$ cat src/sv/mtbb_pkg.sv
// shared types, constants and tables for the tick to bar and beat converter
`timescale 1ns / 1ps

package mtbb_pkg;

  localparam int QUEUE_DEPTH = 16;
  localparam int QIDX_W      = (QUEUE_DEPTH > 1) ? $clog2(QUEUE_DEPTH) : 1;
  localparam int QCNT_W      = $clog2(QUEUE_DEPTH + 1);

  localparam int TIME_W = 32;
  localparam int LEN_W  = 26;
  localparam int DIV_W  = 42;
  localparam int STEP_W = 6;

  localparam logic [LEN_W-1:0]  DEFAULT_BAR_TICKS = 26'd960;
  localparam logic [7:0]        DEFAULT_BEATS     = 8'd4;
  localparam logic [14:0]       TPQ_RESET         = 15'd480;
  localparam logic [STEP_W-1:0] STEPS_BARS        = 6'd32;
  localparam logic [STEP_W-1:0] STEPS_BEAT        = 6'd42;

  typedef logic [5:0] quot_tab_t [64];

  // 32 / denominator, zero where the denominator is not usable
  localparam quot_tab_t DEN_QUOT = '{
    6'd0, 6'd32, 6'd16, 6'd10, 6'd8, 6'd6, 6'd5, 6'd4,
    6'd4, 6'd3, 6'd3, 6'd2, 6'd2, 6'd2, 6'd2, 6'd2,
    6'd2, 6'd1, 6'd1, 6'd1, 6'd1, 6'd1, 6'd1, 6'd1,
    6'd1, 6'd1, 6'd1, 6'd1, 6'd1, 6'd1, 6'd1, 6'd1,
    6'd1, 6'd0, 6'd0, 6'd0, 6'd0, 6'd0, 6'd0, 6'd0,
    6'd0, 6'd0, 6'd0, 6'd0, 6'd0, 6'd0, 6'd0, 6'd0,
    6'd0, 6'd0, 6'd0, 6'd0, 6'd0, 6'd0, 6'd0, 6'd0,
    6'd0, 6'd0, 6'd0, 6'd0, 6'd0, 6'd0, 6'd0, 6'd0
  };

  typedef enum logic [1:0] {
    CMD_QUERY   = 2'd0,
    CMD_ENQUEUE = 2'd1,
    CMD_RESET   = 2'd2,
    CMD_NONE    = 2'd3
  } cmd_t;

  typedef enum logic [1:0] {
    ST_OK       = 2'd0,
    ST_FULL     = 2'd1,
    ST_ZERO_LEN = 2'd2
  } status_t;

  typedef enum logic [3:0] {
    S_IDLE,
    S_DECODE,
    S_FETCH,
    S_CHECK,
    S_MUL1,
    S_MUL2,
    S_APSTART,
    S_APWAIT,
    S_QSTART,
    S_QWAIT,
    S_QMUL,
    S_QSUM,
    S_BWAIT,
    S_DONE
  } state_t;

  typedef struct packed {
    logic [TIME_W-1:0] tick;
    logic [7:0]        num;
    logic [5:0]        den;
  } sig_entry_t;

  typedef struct packed {
    logic              start;
    logic [DIV_W-1:0]  dividend;
    logic [LEN_W-1:0]  divisor;
    logic [STEP_W-1:0] steps;
  } div_req_t;

  typedef struct packed {
    logic             done;
    logic [DIV_W-1:0] quot;
    logic [LEN_W-1:0] rem;
  } div_rsp_t;

endpackage

$ cat src/sv/midi_tick_to_bar_beat.sv
// Converts MIDI tick times to a 1-based bar number and a Q8 beat position,
// applying queued time signatures in order. One item is processed at a
// time; s_tready is high whenever the sequencer is idle, even while a result
// waits on the master side. Enqueue, timing reset and the unused command do
// not use the divider. A query uses the shared serial divider once for each
// queued signature it applies and twice more for the bar count and the beat;
// the divider produces one quotient bit per cycle (32 bits for the bar count, 42
// for the beat). The signature queue sits in a memory with a registered read,
// so its head entry follows the head pointer in the next cycle.
`timescale 1ns / 1ps

module midi_tick_to_bar_beat import mtbb_pkg::*; (
  input  logic        clk,
  input  logic        rst,
  input  logic        s_tvalid,
  output logic        s_tready,
  input  logic [47:0] s_tdata,   // event_time[31:0], numerator[39:32], denominator[45:40]
  input  logic [1:0]  s_tuser,   // command
  output logic        m_tvalid,
  input  logic        m_tready,
  output logic [55:0] m_tdata,   // bar_number[31:0], beat_q8[49:32]
  output logic [1:0]  m_tuser,   // status
  input  logic        cfg_we,
  input  logic [14:0] cfg_wdata
);

  state_t state;
  state_t state_next;

  cmd_t              cmd;
  logic [TIME_W-1:0] tick;
  logic [7:0]        in_num;
  logic [5:0]        in_den;
  sig_entry_t        e;
  logic [19:0]       prod1;
  logic [LEN_W-1:0]  new_len;
  logic [TIME_W-1:0] base_tick;
  logic [TIME_W-1:0] base_bar;
  logic [LEN_W-1:0]  bar_len;
  logic [7:0]        beats;
  logic [14:0]       tpq;
  logic              neg;
  logic [TIME_W-1:0] bars32;
  logic [LEN_W-1:0]  rmag;
  logic [33:0]       prod_p;
  logic              xneg;
  status_t           res_status;
  logic [TIME_W-1:0] res_bar;
  logic [17:0]       res_beat;
  status_t           out_status;
  logic [TIME_W-1:0] out_bar;
  logic [17:0]       out_beat;

  sig_entry_t        head_entry;
  sig_entry_t        wr_entry;
  logic [QCNT_W-1:0] count;
  logic              push;
  logic              pop;
  div_req_t          div_req;
  div_rsp_t          div_rsp;

  logic              zero_len;
  logic              full;
  logic              can_apply;
  logic [TIME_W-1:0] sel_time;
  logic              d_neg;
  logic [TIME_W-1:0] d_mag;
  logic [33:0]       len_ext;
  logic [33:0]       xmag;
  logic              xneg_c;
  logic [TIME_W-1:0] q_signed;
  logic [TIME_W-1:0] rem_ext;
  logic              snap;
  logic [TIME_W-1:0] last_bar;
  logic              out_load;

  mtbb_sig_fifo u_fifo (
    .clk        (clk),
    .rst        (rst),
    .push       (push),
    .wr_entry   (wr_entry),
    .pop        (pop),
    .head_entry (head_entry),
    .count      (count)
  );

  mtbb_div u_div (
    .clk (clk),
    .rst (rst),
    .req (div_req),
    .rsp (div_rsp)
  );

  assign wr_entry.tick = tick;
  assign wr_entry.num  = in_num;
  assign wr_entry.den  = in_den;

  assign zero_len  = (in_num == 8'd0) || (DEN_QUOT[in_den] == 6'd0) || (tpq[14:3] == 12'd0);
  assign full      = (count == QCNT_W'(QUEUE_DEPTH));
  assign can_apply = (count != '0) && (head_entry.tick <= tick);

  // signed distance from the base tick, as sign and magnitude
  assign sel_time = (state == S_APSTART) ? e.tick : tick;
  assign d_neg    = sel_time < base_tick;
  assign d_mag    = d_neg ? (base_tick - sel_time) : (sel_time - base_tick);

  always_comb begin
    len_ext = {8'd0, bar_len};
    if (!neg) begin
      xmag   = len_ext + prod_p;
      xneg_c = 1'b0;
    end else if (prod_p > len_ext) begin
      xmag   = prod_p - len_ext;
      xneg_c = 1'b1;
    end else begin
      xmag   = len_ext - prod_p;
      xneg_c = 1'b0;
    end
  end

  // signed bar count, shared by queries, and snapping when a signature is applied
  assign q_signed = neg ? (TIME_W'(0) - div_rsp.quot[TIME_W-1:0]) : div_rsp.quot[TIME_W-1:0];
  assign rem_ext  = {{(TIME_W-LEN_W){1'b0}}, div_rsp.rem};
  assign snap     = !neg && (div_rsp.rem > {1'b0, bar_len[LEN_W-1:1]});
  assign last_bar = neg ? (e.tick + rem_ext) : (e.tick - rem_ext);

  assign out_load = (state == S_DONE) && (!m_tvalid || m_tready);

  always_ff @(posedge clk) begin
    if (rst) begin
      state <= S_IDLE;
    end else begin
      state <= state_next;
    end
  end

  always_comb begin
    state_next       = state;
    s_tready         = 1'b0;
    push             = 1'b0;
    pop              = 1'b0;
    div_req.start    = 1'b0;
    div_req.divisor  = bar_len;
    div_req.dividend = {d_mag, 10'd0};
    div_req.steps    = STEPS_BARS;
    case (state)
      S_IDLE: begin
        s_tready = 1'b1;
        if (s_tvalid) begin
          state_next = S_DECODE;
        end
      end
      S_DECODE: begin
        if (cmd == CMD_QUERY) begin
          state_next = S_FETCH;
        end else begin
          push       = (cmd == CMD_ENQUEUE) && !zero_len && !full;
          state_next = S_DONE;
        end
      end
      S_FETCH: begin
        state_next = S_CHECK;
      end
      S_CHECK: begin
        if (can_apply) begin
          pop        = 1'b1;
          state_next = S_MUL1;
        end else begin
          state_next = S_QSTART;
        end
      end
      S_MUL1: begin
        state_next = S_MUL2;
      end
      S_MUL2: begin
        state_next = S_APSTART;
      end
      S_APSTART: begin
        if (new_len == '0) begin
          state_next = S_FETCH;
        end else begin
          div_req.start = 1'b1;
          state_next    = S_APWAIT;
        end
      end
      S_APWAIT: begin
        if (div_rsp.done) begin
          state_next = S_FETCH;
        end
      end
      S_QSTART: begin
        div_req.start = 1'b1;
        state_next    = S_QWAIT;
      end
      S_QWAIT: begin
        if (div_rsp.done) begin
          state_next = S_QMUL;
        end
      end
      S_QMUL: begin
        state_next = S_QSUM;
      end
      S_QSUM: begin
        div_req.start    = 1'b1;
        div_req.dividend = {xmag, 8'd0};
        div_req.steps    = STEPS_BEAT;
        state_next       = S_BWAIT;
      end
      S_BWAIT: begin
        if (div_rsp.done) begin
          state_next = S_DONE;
        end
      end
      S_DONE: begin
        if (!m_tvalid || m_tready) begin
          state_next = S_IDLE;
        end
      end
      default: begin
        state_next = S_IDLE;
      end
    endcase
  end

  // control and timing state
  always_ff @(posedge clk) begin
    if (rst) begin
      tpq       <= TPQ_RESET;
      base_tick <= '0;
      base_bar  <= '0;
      bar_len   <= DEFAULT_BAR_TICKS;
      beats     <= DEFAULT_BEATS;
      m_tvalid  <= 1'b0;
    end else begin
      if (cfg_we) begin
        tpq <= cfg_wdata;
      end
      if ((state == S_DECODE) && (cmd == CMD_RESET)) begin
        base_tick <= '0;
        base_bar  <= '0;
        bar_len   <= DEFAULT_BAR_TICKS;
        beats     <= DEFAULT_BEATS;
      end
      if ((state == S_APWAIT) && div_rsp.done) begin
        base_tick <= last_bar + (snap ? {{(TIME_W-LEN_W){1'b0}}, bar_len} : TIME_W'(0));
        base_bar  <= base_bar + q_signed;
        bar_len   <= new_len;
        beats     <= e.num;
      end
      if (out_load) begin
        m_tvalid <= 1'b1;
      end else if (m_tvalid && m_tready) begin
        m_tvalid <= 1'b0;
      end
    end
  end

  // datapath
  always_ff @(posedge clk) begin
    case (state)
      S_IDLE: begin
        if (s_tvalid) begin
          cmd    <= cmd_t'(s_tuser);
          tick   <= s_tdata[31:0];
          in_num <= s_tdata[39:32];
          in_den <= s_tdata[45:40];
        end
      end
      S_DECODE: begin
        res_bar  <= '0;
        res_beat <= '0;
        if ((cmd == CMD_ENQUEUE) && zero_len) begin
          res_status <= ST_ZERO_LEN;
        end else if ((cmd == CMD_ENQUEUE) && full) begin
          res_status <= ST_FULL;
        end else begin
          res_status <= ST_OK;
        end
      end
      S_CHECK: begin
        e <= head_entry;
      end
      S_MUL1: begin
        prod1 <= e.num * tpq[14:3];
      end
      S_MUL2: begin
        new_len <= {6'd0, prod1} * {20'd0, DEN_QUOT[e.den]};
      end
      S_APSTART: begin
        neg <= d_neg;
      end
      S_QSTART: begin
        neg <= d_neg;
      end
      S_QWAIT: begin
        if (div_rsp.done) begin
          bars32 <= q_signed;
          rmag   <= div_rsp.rem;
        end
      end
      S_QMUL: begin
        prod_p <= beats * rmag;
      end
      S_QSUM: begin
        xneg <= xneg_c;
      end
      S_BWAIT: begin
        if (div_rsp.done) begin
          res_status <= ST_OK;
          res_bar    <= base_bar + bars32 + TIME_W'(1);
          res_beat   <= xneg ? (18'd0 - div_rsp.quot[17:0]) : div_rsp.quot[17:0];
        end
      end
      default: begin
      end
    endcase
    if (out_load) begin
      out_status <= res_status;
      out_bar    <= res_bar;
      out_beat   <= res_beat;
    end
  end

  assign m_tdata = {6'd0, out_beat, out_bar};
  assign m_tuser = out_status;

endmodule

$ cat src/sv/mtbb_sig_fifo.sv
// time signature queue held in a synchronous memory with registered head read
`timescale 1ns / 1ps

module mtbb_sig_fifo import mtbb_pkg::*; (
  input  logic              clk,
  input  logic              rst,
  input  logic              push,
  input  sig_entry_t        wr_entry,
  input  logic              pop,
  output sig_entry_t        head_entry,
  output logic [QCNT_W-1:0] count
);

  sig_entry_t mem [QUEUE_DEPTH];

  logic [QIDX_W-1:0] head;
  logic [QIDX_W-1:0] tail;

  function automatic logic [QIDX_W-1:0] wrap_inc(input logic [QIDX_W-1:0] idx);
    logic [QIDX_W-1:0] res;
    if (idx == QIDX_W'(QUEUE_DEPTH - 1)) begin
      res = '0;
    end else begin
      res = idx + 1'b1;
    end
    return res;
  endfunction

  always_ff @(posedge clk) begin
    if (push) begin
      mem[tail] <= wr_entry;
    end
    head_entry <= mem[head];
  end

  always_ff @(posedge clk) begin
    if (rst) begin
      head  <= '0;
      tail  <= '0;
      count <= '0;
    end else begin
      if (push) begin
        tail <= wrap_inc(tail);
      end
      if (pop) begin
        head <= wrap_inc(head);
      end
      if (push && !pop) begin
        count <= count + 1'b1;
      end else if (pop && !push) begin
        count <= count - 1'b1;
      end
    end
  end

endmodule

$ cat src/sv/mtbb_div.sv
// serial restoring divider, one quotient bit per cycle
`timescale 1ns / 1ps

module mtbb_div import mtbb_pkg::*; (
  input  logic     clk,
  input  logic     rst,
  input  div_req_t req,
  output div_rsp_t rsp
);

  logic              busy;
  logic              done;
  logic [STEP_W-1:0] cnt;
  logic [LEN_W-1:0]  rem;
  logic [DIV_W-1:0]  dq;
  logic [LEN_W-1:0]  divisor;

  logic [LEN_W:0]    shifted;
  logic [LEN_W+1:0]  trial;
  logic              fits;

  assign shifted = {rem, dq[DIV_W-1]};
  assign trial   = {1'b0, shifted} - {2'b00, divisor};
  assign fits    = !trial[LEN_W+1];

  always_ff @(posedge clk) begin
    if (rst) begin
      busy <= 1'b0;
      done <= 1'b0;
      cnt  <= '0;
    end else begin
      done <= 1'b0;
      if (req.start) begin
        busy <= 1'b1;
        cnt  <= req.steps;
      end else if (busy) begin
        cnt <= cnt - 1'b1;
        if (cnt == STEP_W'(1)) begin
          busy <= 1'b0;
          done <= 1'b1;
        end
      end
    end
  end

  always_ff @(posedge clk) begin
    if (req.start) begin
      rem     <= '0;
      dq      <= req.dividend;
      divisor <= req.divisor;
    end else if (busy) begin
      rem <= fits ? trial[LEN_W-1:0] : shifted[LEN_W-1:0];
      dq  <= {dq[DIV_W-2:0], fits};
    end
  end

  assign rsp.done = done;
  assign rsp.quot = dq;
  assign rsp.rem  = rem;

endmodule

$ cat config.mk
export PLATFORM = sky130hd
export DESIGN_NAME = midi_tick_to_bar_beat
export DESIGN_NICKNAME = d
export VERILOG_FILES = /design/src/sv/mtbb_pkg.sv /design/src/sv/midi_tick_to_bar_beat.sv /design/src/sv/mtbb_sig_fifo.sv /design/src/sv/mtbb_div.sv
export SDC_FILE = /design/constraint.sdc
export NUM_CORES = 2
export LEC_CHECK = 0
export ABC_CLOCK_PERIOD_IN_PS = 6800
export BUFFER_PORTS_ARGS = -buffer_cell sky130_fd_sc_hd__buf_2
export CELL_PAD_IN_SITES_DETAIL_PLACEMENT = 0
export CELL_PAD_IN_SITES_GLOBAL_PLACEMENT = 2
export CORE_ASPECT_RATIO = 2
export CORE_MARGIN = 2
export CORE_UTILIZATION = 45
export CTS_CLUSTER_DIAMETER = 60
export DETAILED_ROUTE_END_ITERATION = 10
export PLACE_DENSITY_LB_ADDON = 0.1
export SLEW_MARGIN = 15
export SYNTH_ARGS = -nofsm -noshare
export SYNTH_HDL_FRONTEND = slang
export SYNTH_SLANG_ARGS = --single-unit
$ cat constraint.sdc
create_clock -name clk -period 6.8 [get_ports clk]
set_input_delay 0.68 -clock clk [delete_from_list [all_inputs] [get_ports clk]]
set_output_delay 0.68 -clock clk [all_outputs]
set_load 0.02 [all_outputs]
== After elaboration in Yosys (flattened, before gate mapping) ==
Memory sizes are Yosys's and may differ from the RTL's. A register that Yosys moved wholly into a read port is not among the register bits.
Index checks and enable logic that the tools add are counted.
Cells by class
  muxes and demuxes: 63
  bitwise gates (word level): 3
  reductions and logical operators: 41
  equality and inequality tests: 24
  add/subtract/negate cells: 19
  multipliers: 3
  order comparisons: 6
Operators by type and width (count)
  $mux 32: 8
  $mux 42: 3
  $mux 26: 4
  $mux 34: 2
  $add 32x26->32: 2
  $add 32x32->32: 2
  $pmux 32 s2: 1
  $sub 32x32->32: 2
  $pmux 4 s14: 1
  $mux 4: 10
  $mux 18: 2
  $mux 6: 6
  $pmux 18 s2: 1
  $add 26x34->34: 1
  $gt 34x26->1: 1
  $mul 8x26->34: 1
  $sub 26x34->34: 1
  $sub 34x26->34: 1
  $add 32x1->32 const B: 1
  $eq 4x4->1 const B: 8
  $le 32x32->1: 1
  $lt 32x32->1: 1
  $sub 1x32->32 const A: 1
  $sub 32x26->32: 1
  43 further kinds: 97
Word-level totals
  memory bits (read-only): 768
  flip-flop bits (word level): 571
  input bits: 70
  word-level logic and storage cells: 198
  output and inout port bits: 60
  memory bits (writable): 736
  memories kept: 3
Memories
  u_fifo.mem: words 16, width 46, read ports 1, clocked after Yosys merged registers in 1, write ports 1, line mtbb_sig_fifo.sv:14  | sig_entry_t mem [QUEUE_DEPTH];
  (no name shown): words 64, width 6, read ports 1, clocked after Yosys merged registers in 0, write ports 0, line midi_tick_to_bar_beat.sv:287  | new_len <= {6'd0, prod1} * {20'd0, DEN_QUOT[e.den]};
  (no name shown): words 64, width 6, read ports 1, clocked after Yosys merged registers in 0, write ports 0, line midi_tick_to_bar_beat.sv:98  | assign zero_len = (in_num == 8'd0) || (DEN_QUOT[in_den] == 6'd0) || (tpq[14:3] == 12'd0);

== Depth between registers and ports, before layout ==
  word-level depth: 16
  depth in mapped cells: 30
  depth with buffers taken out: 29

== Hierarchy ==
A second synthesis with hierarchy kept.
Unflattened totals
  cell total of the unflattened synthesis: 6727
  area total of the unflattened synthesis: 79807.8 um^2
Modules (own cells, without submodules)
  midi_tick_to_bar_beat: times used 1, cells each 4941, area an instance 45074.5 um^2, seq. area each 12451.9 um^2
  mtbb_sig_fifo: times used 1, cells each 1271, area an instance 29213.0 um^2, seq. area each 23282.3 um^2
  mtbb_div: times used 1, cells each 515, area an instance 5520.3 um^2, seq. area each 2722.6 um^2

== Worst setup path before layout ==
No wires, ideal clock.
  kind: register to register
  from: register in_den[0]
  to: memory u_fifo.mem[3][0] (netlist bit) (enable)
  clock period less this slack: 6.084 ns
  stages on the path, launching flop included: 13
  path buffers: 1
  setup time: 0.506 ns
  data required time: 6.294 ns
  arrival time: 5.578 ns
  setup slack: 0.716 ns
  cell sequence: edfxtp_1 -> inv_1 -> ha_1 -> o21ai_0 -> a21oi_1 -> nor3b_1 -> a211oi_1 -> a21oi_1 -> a211oi_1 -> and4_1 -> clkbuf_1 -> nand2_1 -> nor3_1
Between the ends
  cells in the longest elaborated chain, start to end: 14
Ends and longest elaborated chain
  start, declared: line midi_tick_to_bar_beat.sv:33  | logic [5:0] in_den;
  start signal, assigned: line midi_tick_to_bar_beat.sv:266  | in_den <= s_tdata[45:40];
  $not 6->7 (not written as such): line midi_tick_to_bar_beat.sv:98
  $mem_v2 64x6
  $mux 6 (not written as such) (2 in a row): line midi_tick_to_bar_beat.sv:98
  $logic_not 6->1: line midi_tick_to_bar_beat.sv:98
  $logic_or 1x1->1 (2 in a row): line midi_tick_to_bar_beat.sv:98
  $logic_not 1->1: line midi_tick_to_bar_beat.sv:157  | push = (cmd == CMD_ENQUEUE) && !zero_len && !full;
  $logic_and 1x1->1 (2 in a row): line midi_tick_to_bar_beat.sv:157
  $mux 1: line midi_tick_to_bar_beat.sv:154  | if (cmd == CMD_QUERY) begin
  $mux 1: line midi_tick_to_bar_beat.sv:146  | case (state)
  via push: line midi_tick_to_bar_beat.sv:57  | logic push;
  $mux 1: line mtbb_sig_fifo.sv:30  | if (push) begin
  $mux 1 (not written as such): line mtbb_sig_fifo.sv:31  | mem[tail] <= wr_entry;
  end, declared: line mtbb_sig_fifo.sv:14
The timed path passes the listed nets, and every way through them passes these cells. The select of a mux whose other input is x is not followed.

== Worst setup path after layout ==
  from: register u_div.rem[1]
  to: register base_tick[30]
Between the ends
  cells in the longest elaborated chain, start to end: 5
  elaborated cells on any way between the ends: 8
  classes of those cells: add/sub (3); order compare (1); mux (3); reduce/logical (1)
Ends and longest elaborated chain
  start, declared: line mtbb_div.sv:14  | logic [LEN_W-1:0] rem;
  start signal, assigned: line mtbb_div.sv:52  | rem <= fits ? trial[LEN_W-1:0] : shifted[LEN_W-1:0];
  $gt 26x25->1: line midi_tick_to_bar_beat.sv:124  | assign snap = !neg && (div_rsp.rem > {1'b0, bar_len[LEN_W-1:1]});
  $logic_and 1x1->1: line midi_tick_to_bar_beat.sv:124
  $mux 26: line midi_tick_to_bar_beat.sv:245  | base_tick <= last_bar + (snap ? {{(TIME_W-LEN_W){1'b0}}, bar_len} : TIME_W'(0));
  $add 32x26->32 (*): line midi_tick_to_bar_beat.sv:245
  $mux 32 (*): line midi_tick_to_bar_beat.sv:244  | if ((state == S_APWAIT) && div_rsp.done) begin
  end signal, assigned: line midi_tick_to_bar_beat.sv:245
  end, declared: line midi_tick_to_bar_beat.sv:37  | logic [TIME_W-1:0] base_tick;
Every way passes the cells marked *; elsewhere a longest branch is shown, timed or not.
A chain may end at the register's enable or synchronous reset.

==> results.toml <==
[critical_path]
critPathArrivalTime_ps = 7050
rrSetupSlack_ps = 430
max_stage_delay_ps = 590
ff2ff_path_depth = 26
r2r_end = "base_tick[30]$_SDFFE_PP0P_"
r2r-start = "u_div.rem[1]$_SDFFE_PP0P_"
critPathBufInv = 1
critPathLaunchType = "flip-flop"
worstPathRequired_ps = 7490
crit_slowest_cell = "or4_1"
cp_top_family = "compound AO/OA/AOI/OAI gates"
path_class = "reg2reg"
critPathCaptureType = "flip-flop"
crit_fanout = 9
cpMostUsedCell = "a21oi_1"

[placement]
dp_slack_ps = 406
place_inst = 8930
portBuffers = 118
detailed_place_hpwl_mm = 182
place.gp.congestion = 0.979
postPlaceCellArea_um2 = 83300

[yosys]
async_reset_ff_share_pct = 0
seq_area_frac_synth_pct = 48.6
synth_top_family_by_area = "adder cells"
synth-edff-count = 1142
yosys_warnings = 0
synthFlopType = "edfxtp_1"
avgSynthCellArea_um2 = 12.0
muxShareOfSynthArea_pct = 7.49
synth_compound_area_share_pct = 10.4
synth-simple-area-share_pct = 10.5
synth_seq_cells = 1350
netlist_instances = 6612
synth_area_um2 = 79100
synth_xor_area_share_pct = 3.61
synth_cell_types = 91
synth-adder-area-share_pct = 15.2

[min_path]
holdPathStages = 1
holdPathEnd = "in_den[3]$_DFFE_PP_"
worstHoldStart = "s_tdata[43]"
worstHoldPathType = "in2reg"

[clock_tree]
clock_latency_ps = 830
cts_buffer_depth = 4
numCtsBuffers = 138
cts_setup_buffers = 0
clock-root-buffer = "clkbuf_16"
clk_pin_slew_worst_paths_ps = 70
cts.sinks = 1350
htree_levels = 4
tritoncts = "done"

[die]
fp.dieW_um = 301
initial_core_util_pct = 45.3
num_rows = 217
die_h_um = 597
top_level_ports = 130
die_area_um2 = 179000
core_area_um2 = 175000

[cells_and_area]
design_area_um2 = 88000
multi_input_area_um2 = 37600
fillCellCount = 15700
regArea_um2 = 38500
drive_gt1_share_pct = 11.8
syn2layout_area_growth_pct = 11.2
fin_nets = 7650
finalNonFillerCells = 9192

[timing]
min_period_over_period_pct = 93.6
fin_skew_ps = 79.6
clock.fmax_mhz = 157
fin_setup_tns_ps = 0
slew_violations = 0
max_slew_margin_pct = 14.3
finalCriticalPeriod_ps = 6370
setup_ws_ps = 434
setup_viol = 0
worst_slew_pin_slew_ps = 1270
rsz0062_at_grt = "false"
final_hold_viol_count = 0

[drt]
routed_wl_mm = 244
via_per_inst = 5.71
vias = 52500
drt_first_pass_iters = 6
initialDrtViolationCount = 2730
wl_per_cell_um = 26.5
drc = 0
ant_nets = 0

[run_status]
run_status = "finished, final reports clean"

[global_routing]
grt_pass1_vias = 55000
antenna_found_initial = 4
grt_pass1_wl_mm = 356
track_usage_pct = 27.2
grt_overflow = 0
grt_max_degree = 139

[power_and_ir_drop]
peakVddDrop_uv = 267
power_per_cell_area_nw_per_um2 = 331
p_leak_nw = 33.8

[job]
drv_cap = 0
==> logic make-up (layout without fill, tap and decap cells) <==
family,after synthesis,after routing
AOI/OAI and AO/OA,1287,1287
xor gates and xnor gates,326,326
adders and majority gates,789,789
buffers and inverters,877,1149
DFF,1350,1350
muxes,304,304
other,1,10
and+or+nand+nor,1678,1678
==> timing repair <==
item,4_1_cts,5_1_grt
hold buffers,20,0
gates resized for setup,0,2
hold endpoints to repair,20,0
endpoints found under the setup margin,0,3
==> registers in the layout (all words and copies together) (netlist names), 32 cells and up <==
signal and flops:
bars32 32, base_tick 32, u_fifo.head_entry 46, res_bar 32, u_div.dq 42, prod_p 34, u_fifo.mem 736, base_bar 32
out_bar 32, e 46, tick 32
==> worst max path at each step <==
| stage | start | to | slack (ps) | cells after the start |
|---|---|---|---|---|
| after global routing | beats[2]$_SDFFE_PP1P_ | prod_p[26]$_DFFE_PP_ | 7 | 19 |
| after global placement | e[0]$_DFFE_PN_ | new_len[25]$_DFFE_PP_ | 370 | 24 |
| after detailed placement | beats[2]$_SDFFE_PP1P_ | prod_p[26]$_DFFE_PP_ | 410 | 19 |
| final | u_div.rem[1]$_SDFFE_PP0P_ | base_tick[30]$_SDFFE_PP0P_ | 430 | 26 |
| after CTS | beats[2]$_SDFFE_PP1P_ | prod_p[26]$_DFFE_PP_ | 360 | 19 |
| after floorplan | in_den[0]$_DFFE_PP_ | u_fifo.mem[3][0]$_DFFE_PP_ | 720 | 12 |
==> final cells by class <==
| cell class | count | share of cell area (%) |
|---|---|---|
| well taps | 2299 | 3.27 |
| repair buffers | 314 | 2.67 |
| flip-flops and latches | 1350 | 43.7 |
| clock buffers | 178 | 4.26 |
| diodes | 4 | 0.0114 |
| clock inverters | 60 | 0.833 |
| multi-input cells | 4390 | 42.7 |
| inverters | 597 | 2.55 |
==> synthesized netlist by cell type (all sizes together) (12+ instances only) <==
master	n	share of area, %
o21ai	254	1.6
ha	501	7.9
a31oi	39	0.31
mux2i	69	0.87
nor3	97	0.61
nor2	423	2.0
inv	597	2.8
xnor2	194	2.1
and2	310	2.5
or3	36	0.32
or2	19	0.15
a21oi	395	2.5
and3	39	0.31
o31ai	25	0.25
a221oi	13	0.14
nor2b	50	0.40
a22oi	69	0.65
xor2	132	1.5
buf	57	0.34
nand4	44	0.35
o21a	31	0.29
clkbuf	223	1.1
fa	288	7.3
mux4	230	6.5
nand2b	66	0.52
o22ai	24	0.19
and4	12	0.13
nand3	82	0.52
a21o	169	1.6
o211ai	35	0.34
o21bai	36	0.34
a211oi	55	0.52
nand2	426	2.0
edfxtp	1142	43
dfxtp	208	5.3
a211o	17	0.19
nor4	36	0.28
==> placed cells by master (no fill, tap or decap), types with 90 or more instances in the layout <==
cell / synthesis / final
nor3_1: 97 / 90
ha_1: 501 / 501
and2_1: 310 / 307
xnor2_1: 194 / 194
a21o_1: 169 / 168
xor2_1: 132 / 132
buf_4: 9 / 158
buf_2: 8 / 117
a21oi_1: 395 / 394
inv_1: 596 / 595
dfxtp_1: 208 / 203
clkbuf_16: 0 / 142
fa_1: 288 / 288
edfxtp_1: 1142 / 1142
o21ai_0: 246 / 246
nor2_1: 423 / 405
nand2_1: 425 / 425
mux4_2: 230 / 230
==> stage by stage <==
stage               hold slack, ps  util (%)  total power [mW]
CTS                           4.41      50.3              29.4
global placement               386      47.6              21.5
global route                  40.0      50.3              30.7
finish                        66.1      50.3              29.2
floorplan                      386         -              17.9
detailed placement             389      47.6              21.6
==> power breakdown <==
part           leakage [nW]  switching [mW]  internal (mW)
Sequential             12.1            1.03           10.3
Clock                  2.18            3.25           4.45
Combinational          19.6            6.36           3.76
==> metal layers <==
| layer | track usage [%] | up-vias | share of wire (%) |
|---|---|---|---|
| li1 | - | 24200 | - |
| met1 | 26.7 | 26600 | 33 |
| met2 | 53.0 | 1216 | 56 |
| met3 | 2.69 | 526 | 3.1 |
| met4 | 17.6 | 0 | 7.7 |
| met5 | 0 | - | 0 |
Note: power is estimated with default switching activity, not from simulation.
